==> src/sv/fan_duty_wind_synthesizer_defines.svh <==
// Assertion macros for the fan duty wind synthesizer.
// Included by files that carry concurrent checks; no other dependencies.
`ifndef FAN_DUTY_WIND_SYNTHESIZER_DEFINES_SVH
`define FAN_DUTY_WIND_SYNTHESIZER_DEFINES_SVH
`ifndef SYNTH
`define FDWS_ASSERT_SAME(label, clk, rst_n, cond, prop) \
    label: assert property (@(posedge clk) disable iff (!rst_n) (cond) |-> (prop)) \
        else $error("fdws: same-cycle check failed");
`define FDWS_ASSERT_NEXT(label, clk, rst_n, cond, prop) \
    label: assert property (@(posedge clk) disable iff (!rst_n) (cond) |=> (prop)) \
        else $error("fdws: next-cycle check failed");
`else
`define FDWS_ASSERT_SAME(label, clk, rst_n, cond, prop)
`define FDWS_ASSERT_NEXT(label, clk, rst_n, cond, prop)
`endif
`endif

==> src/sv/fdws_pkg.sv <==
// Shared types and constants of the fan duty wind synthesizer.
// Used by the controller, the datapath and the top level; no dependencies.
package fdws_pkg;

    localparam int SINE_DEPTH_DEF = 256;
    localparam int PHASE_BITS_DEF = 24;

    localparam logic [1:0] MODE_NORMAL  = 2'd0;
    localparam logic [1:0] MODE_SMART   = 2'd1;
    localparam logic [1:0] MODE_NATURAL = 2'd2;

    localparam logic [1:0] GUST_IDLE    = 2'd0;
    localparam logic [1:0] GUST_RISING  = 2'd1;
    localparam logic [1:0] GUST_SUSTAIN = 2'd2;
    localparam logic [1:0] GUST_FALLING = 2'd3;

    localparam logic [2:0] REG_LOW_TEMP  = 3'd0;
    localparam logic [2:0] REG_HIGH_TEMP = 3'd1;
    localparam logic [2:0] REG_LOW_DUTY  = 3'd2;
    localparam logic [2:0] REG_HIGH_DUTY = 3'd3;
    localparam logic [2:0] REG_SLEW      = 3'd4;
    localparam logic [2:0] REG_FLOOR     = 3'd5;
    localparam logic [2:0] REG_CEILING   = 3'd6;
    localparam logic [2:0] REG_GUST_ODDS = 3'd7;

    localparam logic signed [15:0] RST_LOW_TEMP  = 16'sd6144;
    localparam logic signed [15:0] RST_HIGH_TEMP = 16'sd8192;
    localparam logic [14:0] RST_LOW_DUTY  = 15'd6400;
    localparam logic [14:0] RST_HIGH_DUTY = 15'd21760;
    localparam logic [14:0] RST_SLEW      = 15'd307;
    localparam logic [14:0] RST_FLOOR     = 15'd3840;
    localparam logic [14:0] RST_CEILING   = 15'd25600;
    localparam logic [15:0] RST_GUST_ODDS = 16'd400;

    localparam logic [31:0] LCG_MUL       = 32'd1664525;
    localparam logic [31:0] LCG_ADD       = 32'd1013904223;
    localparam logic [31:0] SEED_AT_RESET = 32'd123456789;
    localparam logic [31:0] SLOW_INC_Q32  = 32'd1025348;
    localparam logic [31:0] FAST_INC_Q32  = 32'd3417826;

    // Quarter-wave sine polynomial coefficients, Q14.
    localparam logic [14:0] SIN_C1 = 15'd25736;
    localparam logic [14:0] SIN_C3 = 15'd10583;
    localparam logic [14:0] SIN_C5 = 15'd1306;
    localparam logic [31:0] SIN_C7 = 32'd77;

    localparam logic [31:0] TURB_GAIN  = 32'd22938;
    localparam logic [31:0] TURB_KEEP  = 32'd42598;
    localparam logic [2:0]  TURB_HOLD  = 3'd5;
    localparam logic [12:0] GUST_MIN   = 13'd3840;
    localparam logic [31:0] GUST_SPAN  = 32'd3840;
    localparam logic [5:0]  GUST_RISE    = 6'd15;
    localparam logic [5:0]  GUST_SUSTAIN_LEN = 6'd20;
    localparam logic [5:0]  GUST_FALL    = 6'd40;
    // Reciprocals: x/15 = (x*139811)>>21 for x < 161319, y/5 = (y*52429)>>18.
    localparam logic [31:0] RISE_RECIP = 32'd139811;
    localparam logic [31:0] FALL_RECIP = 32'd52429;

    typedef enum logic [4:0] {
        OP_NONE, OP_LOAD, OP_BASE_SEL, OP_NUM, OP_DIV_STEP, OP_DIV_FIN,
        OP_SIN_SETUP, OP_SQ, OP_P1, OP_P2, OP_P3, OP_SOUT, OP_WEATHER,
        OP_SEED, OP_TURB_A, OP_TURB_B, OP_GUST_TEST, OP_GUST_HEIGHT,
        OP_GUST_STEP, OP_GUST_SCALE, OP_FINISH
    } t_op;

    typedef struct packed {
        t_op  op;
        logic slot;
    } t_cmd;

    typedef struct packed {
        logic [1:0] mode;
        logic       interp;
        logic       hold_zero;
        logic [1:0] stage;
        logic       fire;
        logic       out_free;
    } t_stat;

endpackage

==> src/sv/fdws_ctrl.sv <==
// Sequencer of the fan duty wind synthesizer: walks one tick through the datapath.
// Depends on fdws_pkg for command and status types and the mode and gust codes.
module fdws_ctrl
    import fdws_pkg::*;
(
    input  logic  i_clk,
    input  logic  i_rst_n,
    input  logic  i_in_valid,
    output logic  o_in_ready,
    input  t_stat i_stat,
    output t_cmd  o_cmd
);

    typedef enum logic [4:0] {
        S_IDLE, S_DISPATCH, S_SMART, S_DIV, S_DIV_FIN, S_SIN_SETUP, S_SQ, S_P1,
        S_P2, S_P3, S_SOUT, S_WEATHER, S_TSEED, S_TA, S_TB, S_GUST, S_GTEST,
        S_GDEC, S_GHEIGHT, S_GSCALE, S_FINISH
    } t_state;

    t_state     r_state, n_state;
    logic       r_slot;
    logic [4:0] r_step;

    assign o_in_ready = (r_state == S_IDLE);

    always_comb begin
        n_state    = r_state;
        o_cmd.op   = OP_NONE;
        o_cmd.slot = r_slot;
        unique case (r_state)
            S_IDLE: begin
                if (i_in_valid) begin
                    o_cmd.op = OP_LOAD;
                    n_state  = S_DISPATCH;
                end
            end
            S_DISPATCH: begin
                if (i_stat.mode == MODE_SMART) begin
                    n_state = S_SMART;
                end else if (i_stat.mode == MODE_NATURAL) begin
                    n_state = S_SIN_SETUP;
                end else begin
                    n_state = S_FINISH;
                end
            end
            S_SMART: begin
                if (i_stat.interp) begin
                    o_cmd.op = OP_NUM;
                    n_state  = S_DIV;
                end else begin
                    o_cmd.op = OP_BASE_SEL;
                    n_state  = S_FINISH;
                end
            end
            S_DIV: begin
                o_cmd.op = OP_DIV_STEP;
                if (r_step == 5'd31) begin
                    n_state = S_DIV_FIN;
                end
            end
            S_DIV_FIN: begin
                o_cmd.op = OP_DIV_FIN;
                n_state  = S_FINISH;
            end
            S_SIN_SETUP: begin
                o_cmd.op = OP_SIN_SETUP;
                n_state  = S_SQ;
            end
            S_SQ: begin
                o_cmd.op = OP_SQ;
                n_state  = S_P1;
            end
            S_P1: begin
                o_cmd.op = OP_P1;
                n_state  = S_P2;
            end
            S_P2: begin
                o_cmd.op = OP_P2;
                n_state  = S_P3;
            end
            S_P3: begin
                o_cmd.op = OP_P3;
                n_state  = S_SOUT;
            end
            S_SOUT: begin
                o_cmd.op = OP_SOUT;
                n_state  = r_slot ? S_WEATHER : S_SIN_SETUP;
            end
            S_WEATHER: begin
                o_cmd.op = OP_WEATHER;
                n_state  = i_stat.hold_zero ? S_TSEED : S_GUST;
            end
            S_TSEED: begin
                o_cmd.op = OP_SEED;
                n_state  = S_TA;
            end
            S_TA: begin
                o_cmd.op = OP_TURB_A;
                n_state  = S_TB;
            end
            S_TB: begin
                o_cmd.op = OP_TURB_B;
                n_state  = S_GUST;
            end
            S_GUST: begin
                if (i_stat.stage == GUST_IDLE) begin
                    o_cmd.op = OP_SEED;
                    n_state  = S_GTEST;
                end else begin
                    o_cmd.op = OP_GUST_STEP;
                    n_state  = S_GSCALE;
                end
            end
            S_GTEST: begin
                o_cmd.op = OP_GUST_TEST;
                n_state  = S_GDEC;
            end
            S_GDEC: begin
                if (i_stat.fire) begin
                    o_cmd.op = OP_SEED;
                    n_state  = S_GHEIGHT;
                end else begin
                    n_state = S_FINISH;
                end
            end
            S_GHEIGHT: begin
                o_cmd.op = OP_GUST_HEIGHT;
                n_state  = S_FINISH;
            end
            S_GSCALE: begin
                o_cmd.op = OP_GUST_SCALE;
                n_state  = S_FINISH;
            end
            S_FINISH: begin
                if (i_stat.out_free) begin
                    o_cmd.op = OP_FINISH;
                    n_state  = S_IDLE;
                end
            end
            default: begin
                n_state = S_IDLE;
            end
        endcase
    end

    always_ff @(posedge i_clk) begin
        if (!i_rst_n) begin
            r_state <= S_IDLE;
            r_slot  <= 1'b0;
            r_step  <= '0;
        end else begin
            r_state <= n_state;
            if (r_state == S_IDLE) begin
                r_slot <= 1'b0;
            end else if (r_state == S_SOUT) begin
                r_slot <= 1'b1;
            end
            if (r_state == S_SMART) begin
                r_step <= '0;
            end else if (r_state == S_DIV) begin
                r_step <= r_step + 5'd1;
            end
        end
    end

endmodule

==> src/sv/fdws_dpath.sv <==
// Datapath of the fan duty wind synthesizer: registers, one shared multiplier,
// a serial divider and the slew and clamp logic. Depends on fdws_pkg.
module fdws_dpath
    import fdws_pkg::*;
#(
    parameter int SINE_TABLE_DEPTH = SINE_DEPTH_DEF,
    parameter int PHASE_BITS       = PHASE_BITS_DEF
) (
    input  logic        i_clk,
    input  logic        i_rst_n,
    input  logic [1:0]  i_run_mode,
    input  logic [14:0] i_user_duty,
    input  logic [15:0] i_ambient,
    input  logic        i_cfg_we,
    input  logic [2:0]  i_cfg_addr,
    input  logic [15:0] i_cfg_wdata,
    input  logic        i_out_ready,
    output logic        o_out_valid,
    output logic [14:0] o_duty,
    output logic [1:0]  o_gust_phase,
    input  t_cmd        i_cmd,
    output t_stat       o_stat
);

    localparam int ADDR_BITS = $clog2(SINE_TABLE_DEPTH);
    localparam int SHIFT     = 32 - PHASE_BITS;
    localparam logic [63:0] HALF_LSB = (64'd1 << SHIFT) >> 1;
    localparam logic [PHASE_BITS-1:0] SLOW_INC =
        PHASE_BITS'((64'(SLOW_INC_Q32) + HALF_LSB) >> SHIFT);
    localparam logic [PHASE_BITS-1:0] FAST_INC =
        PHASE_BITS'((64'(FAST_INC_Q32) + HALF_LSB) >> SHIFT);
    localparam logic [PHASE_BITS-1:0] QUARTER = PHASE_BITS'(64'd1 << (PHASE_BITS - 2));

    function automatic logic signed [18:0] f_clamp(logic signed [18:0] v,
                                                   logic signed [18:0] lo,
                                                   logic signed [18:0] hi);
        logic signed [18:0] res;
        if (v < lo) begin
            res = lo;
        end else if (v > hi) begin
            res = hi;
        end else begin
            res = v;
        end
        return res;
    endfunction

    // Configuration and long-lived state.
    logic signed [15:0]    r_low_t, r_high_t;
    logic [14:0]           r_lo_duty, r_hi_duty, r_slew, r_floor, r_ceil;
    logic [15:0]           r_odds;
    logic [14:0]           r_present;
    logic [31:0]           r_seed;
    logic [PHASE_BITS-1:0] r_slow, r_fast;
    logic signed [15:0]    r_level;
    logic [2:0]            r_hold;
    logic [1:0]            r_stage;
    logic [12:0]           r_height;
    logic [5:0]            r_count;
    logic                  r_out_valid;

    // Per-tick working registers.
    logic [1:0]         r_mode;
    logic [14:0]        r_user;
    logic signed [15:0] r_ambient;
    logic [14:0]        r_base;
    logic [14:0]        r_t, r_t2, r_p;
    logic               r_neg;
    logic signed [15:0] r_sin0, r_sin1, r_weather;
    logic signed [31:0] r_acc;
    logic               r_fire;
    logic [1:0]         r_gkind;
    logic [18:0]        r_gprod;
    logic [12:0]        r_gust;
    logic [31:0]        r_quo;
    logic [16:0]        r_rem;
    logic               r_qneg;
    logic [14:0]        r_out_duty;
    logic [1:0]         r_out_phase;

    logic signed [31:0] w_ma, w_mb;
    logic signed [63:0] w_prod;

    // Smart mode helpers.
    logic               w_le, w_ge;
    logic signed [16:0] w_tdiff, w_tspan;
    logic signed [15:0] w_ddiff;
    logic [16:0]        w_den;
    logic [17:0]        w_rem_sh, w_rdiff;
    logic               w_rge;
    logic signed [31:0] w_num;
    logic signed [17:0] w_qs, w_sbase;

    // Sine helpers.
    logic [PHASE_BITS-1:0] w_ph;
    logic [ADDR_BITS-1:0]  w_idx;
    logic [15:0]           w_u;
    logic [14:0]           w_tval, w_s;
    logic signed [15:0]    w_sin;
    logic signed [27:0]    w_wsum;

    // Noise, turbulence and gust helpers.
    logic [23:0]        w_m;
    logic [35:0]        w_m2560;
    logic signed [12:0] w_raw;
    logic signed [31:0] w_tsum;
    logic [5:0]         w_cnt1, w_factor;

    // Output helpers.
    logic [14:0]        w_base;
    logic signed [18:0] w_lo, w_hi, w_nat, w_target, w_diff, w_step, w_lim, w_cur, w_pres;

    assign w_le    = (r_ambient <= r_low_t);
    assign w_ge    = (r_ambient >= r_high_t);
    assign w_tdiff = 17'(r_ambient) - 17'(r_low_t);
    assign w_tspan = 17'(r_high_t) - 17'(r_low_t);
    assign w_ddiff = $signed({1'b0, r_hi_duty}) - $signed({1'b0, r_lo_duty});
    assign w_den   = w_tspan;
    assign w_rem_sh = {r_rem, r_quo[31]};
    assign w_rge    = (w_rem_sh >= {1'b0, w_den});
    assign w_rdiff  = w_rem_sh - {1'b0, w_den};
    assign w_num    = w_prod[31:0];
    assign w_qs     = r_qneg ? -$signed({1'b0, r_quo[16:0]}) : $signed({1'b0, r_quo[16:0]});
    assign w_sbase  = $signed({3'd0, r_lo_duty}) + w_qs;

    assign w_ph   = i_cmd.slot ? (r_fast + QUARTER) : r_slow;
    assign w_idx  = w_ph[PHASE_BITS-1 -: ADDR_BITS];
    assign w_u    = 16'(w_idx) << (16 - ADDR_BITS);
    assign w_tval = w_u[14] ? 15'(15'd16384 - {1'b0, w_u[13:0]}) : {1'b0, w_u[13:0]};
    assign w_s    = w_prod[28:14];
    assign w_sin  = r_neg ? -$signed({1'b0, w_s}) : $signed({1'b0, w_s});
    assign w_wsum = (28'(r_sin0) <<< 11) + (28'(r_sin0) <<< 9) + (28'(r_sin1) <<< 10)
                  + 28'sd8192;

    assign w_m     = r_seed[23:0];
    assign w_m2560 = ({12'd0, w_m} << 11) + ({12'd0, w_m} << 9);
    assign w_raw   = $signed({1'b0, w_m2560[35:24]}) - 13'sd1280;
    assign w_tsum  = r_acc + $signed(w_prod[31:0]) + 32'sd32768;
    assign w_cnt1  = r_count + 6'd1;

    always_comb begin
        w_factor = '0;
        case (r_stage)
            GUST_RISING:  w_factor = w_cnt1;
            GUST_FALLING: w_factor = (w_cnt1 < GUST_FALL) ? 6'(GUST_FALL - w_cnt1) : 6'd0;
            default:      w_factor = '0;
        endcase
    end

    // Shared multiplier operand selection.
    always_comb begin
        w_ma = '0;
        w_mb = '0;
        case (i_cmd.op)
            OP_NUM: begin
                w_ma = 32'(w_tdiff);
                w_mb = 32'(w_ddiff);
            end
            OP_SQ: begin
                w_ma = {17'd0, r_t};
                w_mb = {17'd0, r_t};
            end
            OP_P1: begin
                w_ma = {17'd0, r_t2};
                w_mb = SIN_C7;
            end
            OP_P2, OP_P3: begin
                w_ma = {17'd0, r_t2};
                w_mb = {17'd0, r_p};
            end
            OP_SOUT: begin
                w_ma = {17'd0, r_t};
                w_mb = {17'd0, r_p};
            end
            OP_SEED: begin
                w_ma = r_seed;
                w_mb = LCG_MUL;
            end
            OP_TURB_A: begin
                w_ma = 32'(w_raw);
                w_mb = TURB_GAIN;
            end
            OP_TURB_B: begin
                w_ma = 32'(r_level);
                w_mb = TURB_KEEP;
            end
            OP_GUST_TEST: begin
                w_ma = {8'd0, w_m};
                w_mb = {16'd0, r_odds};
            end
            OP_GUST_HEIGHT: begin
                w_ma = {8'd0, w_m};
                w_mb = GUST_SPAN;
            end
            OP_GUST_STEP: begin
                w_ma = {19'd0, r_height};
                w_mb = {26'd0, w_factor};
            end
            OP_GUST_SCALE: begin
                if (r_gkind == GUST_RISING) begin
                    w_ma = {13'd0, r_gprod};
                    w_mb = RISE_RECIP;
                end else begin
                    w_ma = {16'd0, r_gprod[18:3]};
                    w_mb = FALL_RECIP;
                end
            end
            default: begin
                w_ma = '0;
                w_mb = '0;
            end
        endcase
    end

    assign w_prod = w_ma * w_mb;

    // Target, slew limit and clamp of the new duty.
    assign w_base   = (r_mode == MODE_SMART) ? r_base : r_user;
    assign w_lo     = $signed({4'd0, r_floor});
    assign w_hi     = $signed({4'd0, r_ceil});
    assign w_pres   = $signed({4'd0, r_present});
    assign w_nat    = $signed({4'd0, w_base}) + 19'(r_weather) + 19'(r_level)
                    + $signed({6'd0, r_gust});
    assign w_target = (r_mode == MODE_NATURAL) ? f_clamp(w_nat, w_lo, w_hi)
                                               : $signed({4'd0, w_base});
    assign w_diff   = w_target - w_pres;
    assign w_step   = $signed({4'd0, r_slew});
    assign w_lim    = (w_diff > w_step) ? w_step : ((w_diff < -w_step) ? -w_step : w_diff);
    assign w_cur    = f_clamp(w_pres + w_lim, w_lo, w_hi);

    always_ff @(posedge i_clk) begin
        if (!i_rst_n) begin
            r_low_t     <= RST_LOW_TEMP;
            r_high_t    <= RST_HIGH_TEMP;
            r_lo_duty   <= RST_LOW_DUTY;
            r_hi_duty   <= RST_HIGH_DUTY;
            r_slew      <= RST_SLEW;
            r_floor     <= RST_FLOOR;
            r_ceil      <= RST_CEILING;
            r_odds      <= RST_GUST_ODDS;
            r_present   <= '0;
            r_seed      <= SEED_AT_RESET;
            r_slow      <= '0;
            r_fast      <= '0;
            r_level     <= '0;
            r_hold      <= '0;
            r_stage     <= GUST_IDLE;
            r_height    <= '0;
            r_count     <= '0;
            r_out_valid <= 1'b0;
        end else begin
            if (i_cfg_we) begin
                unique case (i_cfg_addr)
                    REG_LOW_TEMP:  r_low_t   <= i_cfg_wdata;
                    REG_HIGH_TEMP: r_high_t  <= i_cfg_wdata;
                    REG_LOW_DUTY:  r_lo_duty <= i_cfg_wdata[14:0];
                    REG_HIGH_DUTY: r_hi_duty <= i_cfg_wdata[14:0];
                    REG_SLEW:      r_slew    <= i_cfg_wdata[14:0];
                    REG_FLOOR:     r_floor   <= i_cfg_wdata[14:0];
                    REG_CEILING:   r_ceil    <= i_cfg_wdata[14:0];
                    REG_GUST_ODDS: r_odds    <= i_cfg_wdata;
                    default: ;
                endcase
            end
            // A new item may replace the one leaving in the same cycle.
            if (i_cmd.op == OP_FINISH) begin
                r_out_valid <= 1'b1;
            end else if (i_out_ready) begin
                r_out_valid <= 1'b0;
            end
            case (i_cmd.op)
                OP_LOAD: begin
                    if (i_run_mode == MODE_NATURAL) begin
                        r_slow <= r_slow + SLOW_INC;
                        r_fast <= r_fast + FAST_INC;
                    end
                end
                OP_WEATHER: begin
                    if (r_hold != 3'd0) begin
                        r_hold <= r_hold - 3'd1;
                    end
                end
                OP_SEED: r_seed <= w_prod[31:0] + LCG_ADD;
                OP_TURB_B: begin
                    r_level <= 16'(w_tsum >>> 16);
                    r_hold  <= TURB_HOLD;
                end
                OP_GUST_HEIGHT: begin
                    r_stage  <= GUST_RISING;
                    r_height <= GUST_MIN + 13'(w_prod[35:24]);
                    r_count  <= '0;
                end
                OP_GUST_STEP: begin
                    case (r_stage)
                        GUST_RISING: begin
                            if (w_cnt1 >= GUST_RISE) begin
                                r_stage <= GUST_SUSTAIN;
                                r_count <= '0;
                            end else begin
                                r_count <= w_cnt1;
                            end
                        end
                        GUST_SUSTAIN: begin
                            if (w_cnt1 >= GUST_SUSTAIN_LEN) begin
                                r_stage <= GUST_FALLING;
                                r_count <= '0;
                            end else begin
                                r_count <= w_cnt1;
                            end
                        end
                        default: begin
                            if (w_cnt1 >= GUST_FALL) begin
                                r_stage <= GUST_IDLE;
                                r_count <= '0;
                            end else begin
                                r_count <= w_cnt1;
                            end
                        end
                    endcase
                end
                OP_FINISH: begin
                    r_present <= w_cur[14:0];
                end
                default: ;
            endcase
        end
    end

    always_ff @(posedge i_clk) begin
        case (i_cmd.op)
            OP_LOAD: begin
                r_mode    <= i_run_mode;
                r_user    <= i_user_duty;
                r_ambient <= i_ambient;
                r_gust    <= '0;
            end
            OP_BASE_SEL: r_base <= w_le ? r_lo_duty : r_hi_duty;
            OP_NUM: begin
                r_qneg <= w_num[31];
                r_quo  <= w_num[31] ? 32'(-w_num) : w_num;
                r_rem  <= '0;
            end
            OP_DIV_STEP: begin
                r_rem <= w_rge ? w_rdiff[16:0] : w_rem_sh[16:0];
                r_quo <= {r_quo[30:0], w_rge};
            end
            OP_DIV_FIN: r_base <= w_sbase[14:0];
            OP_SIN_SETUP: begin
                r_t   <= w_tval;
                r_neg <= w_u[15];
            end
            OP_SQ: r_t2 <= w_prod[28:14];
            OP_P1: r_p  <= SIN_C5 - w_prod[28:14];
            OP_P2: r_p  <= SIN_C3 - w_prod[28:14];
            OP_P3: r_p  <= SIN_C1 - w_prod[28:14];
            OP_SOUT: begin
                if (i_cmd.slot) begin
                    r_sin1 <= w_sin;
                end else begin
                    r_sin0 <= w_sin;
                end
            end
            OP_WEATHER: r_weather <= 16'(w_wsum >>> 14);
            OP_TURB_A: r_acc <= $signed(w_prod[31:0]);
            OP_GUST_TEST: r_fire <= (w_prod[47:24] == 24'd0);
            OP_GUST_STEP: begin
                r_gkind <= r_stage;
                r_gprod <= w_prod[18:0];
                if (r_stage == GUST_SUSTAIN) begin
                    r_gust <= r_height;
                end
            end
            OP_GUST_SCALE: begin
                if (r_gkind == GUST_RISING) begin
                    r_gust <= w_prod[33:21];
                end else if (r_gkind == GUST_FALLING) begin
                    r_gust <= w_prod[30:18];
                end
            end
            OP_FINISH: begin
                r_out_duty  <= w_cur[14:0];
                r_out_phase <= r_stage;
            end
            default: ;
        endcase
    end

    assign o_out_valid  = r_out_valid;
    assign o_duty       = r_out_duty;
    assign o_gust_phase = r_out_phase;

    assign o_stat.mode      = r_mode;
    assign o_stat.interp    = !w_le && !w_ge;
    assign o_stat.hold_zero = (r_hold == 3'd0);
    assign o_stat.stage     = r_stage;
    assign o_stat.fire      = r_fire;
    assign o_stat.out_free  = !r_out_valid || i_out_ready;

endmodule

==> src/sv/fan_duty_wind_synthesizer.sv <==
// Top level of the fan duty wind synthesizer: sequencer plus datapath.
// Depends on fdws_pkg, fdws_ctrl, fdws_dpath and the assertion macro header.
//
// Usage: one item on the slave stream is one fan tick; it yields one item on
// the master stream with the new PWM duty (Q7.8 percent) and the gust stage.
// Configuration registers are to be written through i_cfg_we/i_cfg_addr/i_cfg_wdata
// only while no tick is in flight; the block itself does not enforce this.
// On the way to the result, normal mode goes straight to the finish; smart mode
// picks a base, or runs a 32-step serial divider when the temperature lies
// between the limits; natural mode works out two sine points, the weather, the
// turbulence when its hold runs out and the gust. The input is ready again in
// the same cycle as the result appears; one tick is worked on at a time, the
// single shared multiplier pacing natural mode and the divider smart mode.
// The result sits in an output register; the next tick is accepted while it
// waits. If the receiver stalls, the following tick holds in its last cycle
// until the output register frees up.
// Synchronous reset returns configuration and state registers to reset values
// and the noise generator to its seed. SINE_TABLE_DEPTH must be a power of two.
`include "fan_duty_wind_synthesizer_defines.svh"
module fan_duty_wind_synthesizer
    import fdws_pkg::*;
#(
    parameter int SINE_TABLE_DEPTH = SINE_DEPTH_DEF,
    parameter int PHASE_BITS       = PHASE_BITS_DEF
) (
    input  logic        i_clk,
    input  logic        i_rst_n,
    input  logic        i_s_axis_tvalid,
    output logic        o_s_axis_tready,
    input  logic [31:0] i_s_axis_tdata,  // [14:0] user_duty, [30:15] ambient, [31] zero
    input  logic [1:0]  i_s_axis_tuser,  // [1:0] run_mode
    output logic        o_m_axis_tvalid,
    input  logic        i_m_axis_tready,
    output logic [23:0] o_m_axis_tdata,  // [14:0] duty, [16:15] gust_phase, [23:17] zero
    input  logic        i_cfg_we,
    input  logic [2:0]  i_cfg_addr,
    input  logic [15:0] i_cfg_wdata
);

    t_cmd        s_cmd;
    t_stat       s_stat;
    logic [14:0] s_duty;
    logic [1:0]  s_phase;
    logic        s_in_acc;

    fdws_ctrl u_ctrl (
        .i_clk      (i_clk),
        .i_rst_n    (i_rst_n),
        .i_in_valid (i_s_axis_tvalid),
        .o_in_ready (o_s_axis_tready),
        .i_stat     (s_stat),
        .o_cmd      (s_cmd)
    );

    fdws_dpath #(
        .SINE_TABLE_DEPTH (SINE_TABLE_DEPTH),
        .PHASE_BITS       (PHASE_BITS)
    ) u_dpath (
        .i_clk        (i_clk),
        .i_rst_n      (i_rst_n),
        .i_run_mode   (i_s_axis_tuser),
        .i_user_duty  (i_s_axis_tdata[14:0]),
        .i_ambient    (i_s_axis_tdata[30:15]),
        .i_cfg_we     (i_cfg_we),
        .i_cfg_addr   (i_cfg_addr),
        .i_cfg_wdata  (i_cfg_wdata),
        .i_out_ready  (i_m_axis_tready),
        .o_out_valid  (o_m_axis_tvalid),
        .o_duty       (s_duty),
        .o_gust_phase (s_phase),
        .i_cmd        (s_cmd),
        .o_stat       (s_stat)
    );

    assign o_m_axis_tdata = {7'd0, s_phase, s_duty};
    assign s_in_acc       = i_s_axis_tvalid && o_s_axis_tready;

    `FDWS_ASSERT_NEXT(a_busy_after_accept, i_clk, i_rst_n, s_in_acc, !o_s_axis_tready)
    `FDWS_ASSERT_SAME(a_load_on_accept, i_clk, i_rst_n, s_in_acc, s_cmd.op == OP_LOAD)
    `FDWS_ASSERT_NEXT(a_finish_shows_item, i_clk, i_rst_n, s_cmd.op == OP_FINISH, o_m_axis_tvalid)

endmodule

==> config.mk <==
export PLATFORM = sky130hd
export DESIGN_NAME = fan_duty_wind_synthesizer
export DESIGN_NICKNAME = d
export VERILOG_FILES = /design/src/sv/fdws_pkg.sv /design/src/sv/fdws_ctrl.sv /design/src/sv/fdws_dpath.sv /design/src/sv/fan_duty_wind_synthesizer.sv
export VERILOG_INCLUDE_DIRS = /design/src /design/src/sv
export SDC_FILE = /design/constraint.sdc
export NUM_CORES = 2
export LEC_CHECK = 0
export ABC_CLOCK_PERIOD_IN_PS = 13700
export BUFFER_PORTS_ARGS = -buffer_cell sky130_fd_sc_hd__buf_2
export CAP_MARGIN = 5
export CORE_ASPECT_RATIO = 1.5
export CORE_MARGIN = 2
export CORE_UTILIZATION = 55
export CTS_CLUSTER_SIZE = 28
export DETAILED_ROUTE_END_ITERATION = 10
export PLACE_DENSITY = 0.85
export SYNTH_ARGS = -nofsm -noshare
export SYNTH_HDL_FRONTEND = slang
export SYNTH_SLANG_ARGS = --single-unit
export TNS_END_PERCENT = 30
==> constraint.sdc <==
create_clock -name i_clk -period 13.7 [get_ports i_clk]
set_clock_uncertainty 0.2 [all_clocks]
set_input_delay 1.37 -clock i_clk [delete_from_list [all_inputs] [get_ports i_clk]]
set_output_delay 1.37 -clock i_clk [all_outputs]
set_load 0.03 [all_outputs]
==> results.md <==
Placement:
- Port buffering added 75 buffers.
- The placer congestion estimate is 1.05.
- OpenSTA, run right after detailed placement, puts the worst setup slack at -1.21 ns.
- The detailed placement HPWL is 191 mm.
- The number of placed instances with taps included is 9269.

Setup path:
- The slowest stage of the critical path belongs to the cell or4_4.
- Along the worst path, the maximum fanout reaches 7.
- For the worst setup path, the data required time is 14.04 ns.
- STA classifies the critical path endpoint as a register.
- The arrival time at the worst endpoint is 14.09 ns.
- In this design, the stage delay of the slowest critical-path cell is 0.53 ns.
- The category of cells accounting for the largest share of critical-path delay is compound AO/OA/AOI/OAI gates.
- Counting both buffers and inverters, the worst setup path holds a total of 15.
- Counting stages on the worst path, the most repeated cell is buf_4.
- The worst setup path is of the reg2reg kind.
- The element type at the critical path start is a register.

Timing:
- The number of max-slew violations in the final report is 0.
- The actual transition at the worst max-transition pin is 1.27 ns.
- The time the final worst path needs with I/O delays and setup is 13.75 ns.
- Setup repair after global routing could not meet its margin everywhere.
- The smallest setup slack after layout is -0.0528 ns.
- The highest achievable clock rate is 72.7 MHz.
- The hold violation total from the final report came to 0.
- The sum of negative setup slack is -0.149 ns.
- The number of setup violations in the final report is 5.
- The post-route fraction of the period consumed by the critical path is 100%.
- Headroom to the max-slew limit came out at 14.2%.

Routing:
- After detailed routing, the average wire length per cell comes to 25.0 µm.
- The ratio of routed vias to standard cells is 6.01.
- The first detailed-routing pass ran for 7 iterations.
- The detailed-route via count is 56544.
- The detailed router finished its first iteration with 4634 violations.
- After detailed routing, the number of remaining DRC violations is 0.
- The detail route stage leaves a number of antenna-violating nets equal to 0.
- Summed over all layers, the routed wires come to 235 mm.

Run status:
- The final reports fail on negative setup slack.
- The run finished, with violations left.

Final layout:
- Leaving out fill and tap cells, the most frequent cells in the layout are inv_1 (1193), nand2_1 (966), fa_1 (855), buf_4 (618), ha_1 (537).
- The number of nets in the layout is 9267.
- The area growth from synthesis to final layout is 14.2%.
- The most common library cell in the layout ignoring fill and taps is inv_1.
- The share of post-route cells with drive strength above 1 is 13.3%.
- Once layout is complete, the cells apart from fillers number 9409.
- Measured on the finished design, the core utilization comes to 63.3%.

Logic synthesis:
- For this run, the leading register cell type out of synthesis is dfxtp_1.
- Averaged over all synthesized cells, the footprint is 8.90 µm².
- The share of flip-flops with an asynchronous set or reset after synthesis is 0%.
- The Yosys warning count is 0.
- In the synthesized netlist, the number of instances is 7305.
- The number of enable-type register cells in the synthesized netlist is 266.
- Of all cell types, the one taking the most synthesized area is fa_1.
- The sequential fraction of the synthesis area is 20.6%.
- The number of library cell types mapped by synthesis is 105.
- The cell area after synthesis is 65000 µm².
- The top-area cell type share of the netlist area is 26.5%.
- The number of synthesized register bits is 536.
- Yosys attributes the largest share of cell area to fa_1 (26%), edfxtp_1 (12%), ha_1 (11%).

CTS:
- The CTS root buffer is clkbuf_16.
- For the worst-skew pair, the clock arrives at the later sink with an insertion delay of 0.66 ns.
- The maximum level of the CTS H-tree is 2.
- The tree built by TritonCTS fans out to 536 sinks.
- The clock transition at the registers of the reported paths is 0.07 ns.
- The cts-stage hold buffer count is 0.
- Clock tree synthesis inserted a total of 49 buffers.
- The CTS tree is done.
- No sink is reached through more buffers than the 3 on the longest clock path.

Die:
- During I/O placement, the number of pins put on the boundary was 84.
- The total area inside the core boundary comes to 117000 µm².
- The initial core utilization is 55.4%.
- From bottom edge to top edge, the die measures 425 µm.
- The floorplan has 154 rows.
- The floorplan die area is 121000 µm².
- In this run the horizontal extent of the chip is 285 µm.

Run:
- The tool flagged a number of max-cap violations equal to 0.

Pwr:
- The analysis attributes to cell leakage a power of 32.7 nW.
- In this run the power density over the cells is 214 nW/µm².
- The peak supply drop is 0.000384 V.

Global route:
- The largest net degree at the start of global routing is 91.
- The global-route wire length before repair is 353 mm.
- The via count of the first global-routing pass is 59826.
- For this run, the total global-route usage over all layers was measured as 39.2%.
- The overflow left after global routing is 0.
- The number of antenna violations at the first check in global routing is 14.

Min path:
- The tightest min-delay check is of the reg2reg type.
==> report_power, final <==
| group | internal [mW] | leakage, nW | switching, mW | total, mW |
|---|---|---|---|---|
| sequential | 2.13 | 4.68 | 0.178 | 2.30 |
| clock | 0.849 | 0.873 | 0.698 | 1.55 |
| combinational | 5.31 | 27.2 | 6.73 | 12.0 |
| total | 8.29 | 32.7 | 7.61 | 15.9 |
==> path summary, 6_finish.rpt <==
check | start | to | slack, ns | cells past startpoint
worst max-delay path | u_dpath.r_mode[1] | u_dpath.r_present[11] | -0.05 | 74
worst min-delay path | u_dpath.r_low_t[10] | u_dpath.r_low_t[10] | 0.26 | 2
worst max register to register | u_dpath.r_mode[1] | u_dpath.r_present[11] | -0.05 | 74
worst min register to register | u_dpath.r_low_t[10] | u_dpath.r_low_t[10] | 0.26 | 2
==> worst register-to-register path, delay by kind of cell (launching register included) <==
family | cells | cell delay, ns
AOI/OAI and AO/OA | 29 | 4.78
adders and majority gates | 10 | 3.08
and+or+nand+nor | 12 | 1.97
buffers and inverters | 15 | 1.96
muxes | 4 | 0.76
xor gates and xnor gates | 4 | 0.53
DFF | 1 | 0.40
==> metrics by stage <==
stage / power, mW / hold WS (ns) / instance area (µm²)
after CTS: 14.9 / 0.256 / 73700
after detailed placement: 12.8 / 0.246 / 71300
final: 15.9 / 0.256 / 74300
after global placement: 12.6 / 0.241 / 71300
after global routing: 16.8 / 0.280 / 74200
after floorplan: 8.24 / 0.232 / 65100
==> what timing repair did <==
action,4_1_cts,5_1_grt
pin swaps,63,72
buffers inserted,25,14
cloned,3,0
setup endpoints to repair,31,40
gates resized for setup,101,87
==> final cells by class <==
type | count | area, µm²
sequential | 536 | 13400
tap | 1560 | 1950
timing repair buffer | 730 | 5690
multi-input combinational | 5270 | 46900
clock inverter | 34 | 412
antenna | 6 | 15.0
fill | 9552 | 43100
inverter | 1215 | 4570
clock buffer | 58 | 1340
==> flip-flops by register name, summed over array words and instances (netlist names), 16 cells and up <==
signal	flops
u_dpath.r_low_t	16
u_dpath.r_high_t	16
u_dpath.r_sin0	16
u_dpath.r_acc	32
u_dpath.r_quo	32
u_dpath.r_rem	17
u_dpath.r_fast	24
u_dpath.r_odds	16
u_dpath.r_seed	32
u_dpath.r_sin1	16
u_dpath.r_level	16
u_dpath.r_ambient	16
u_dpath.r_slow	24
u_dpath.r_gprod	19
==> Yosys cell counts, types with 37 or more instances <==
library cell and number:
o211ai_1 46, o21ai_0 259, clkbuf_1 248, nand3_1 107, dfxtp_1 270, nor2b_1 66
inv_1 1200, o21a_1 41, nor3_1 67, a211oi_1 76, nor2_1 512, and2_1 75
and3_1 45, or3_1 44, fa_1 860, ha_1 547, xnor2_1 239, a21o_1 124
xor2_1 98, a31oi_1 41, nand2b_1 62, a21oi_1 419, nand2_1 970, edfxtp_1 266
mux2i_1 92, nand4_1 37
==> kinds of logic after synthesis <==
family	after synthesis	share of synthesized area (%)
flops	536	20.6
other cells	1	0.00576
buf+inv	1506	8.80
fa+ha+maj	1407	37.0
xor+xnor	340	4.62
simple gates	2111	14.6
mux	99	1.54
compound gates	1305	12.8
==> per-layer routing <==
metal / track usage (%) / part of all wire, % / vias up
met5: 0 / 0.042 / -
met4: 42.4 / 14 / 14
met3: 8.10 / 7.5 / 1296
met2: 67.2 / 48 / 2867
met1: 37.5 / 31 / 27466
li1: - / - / 24901
Note: power is estimated with default switching activity, not from simulation.
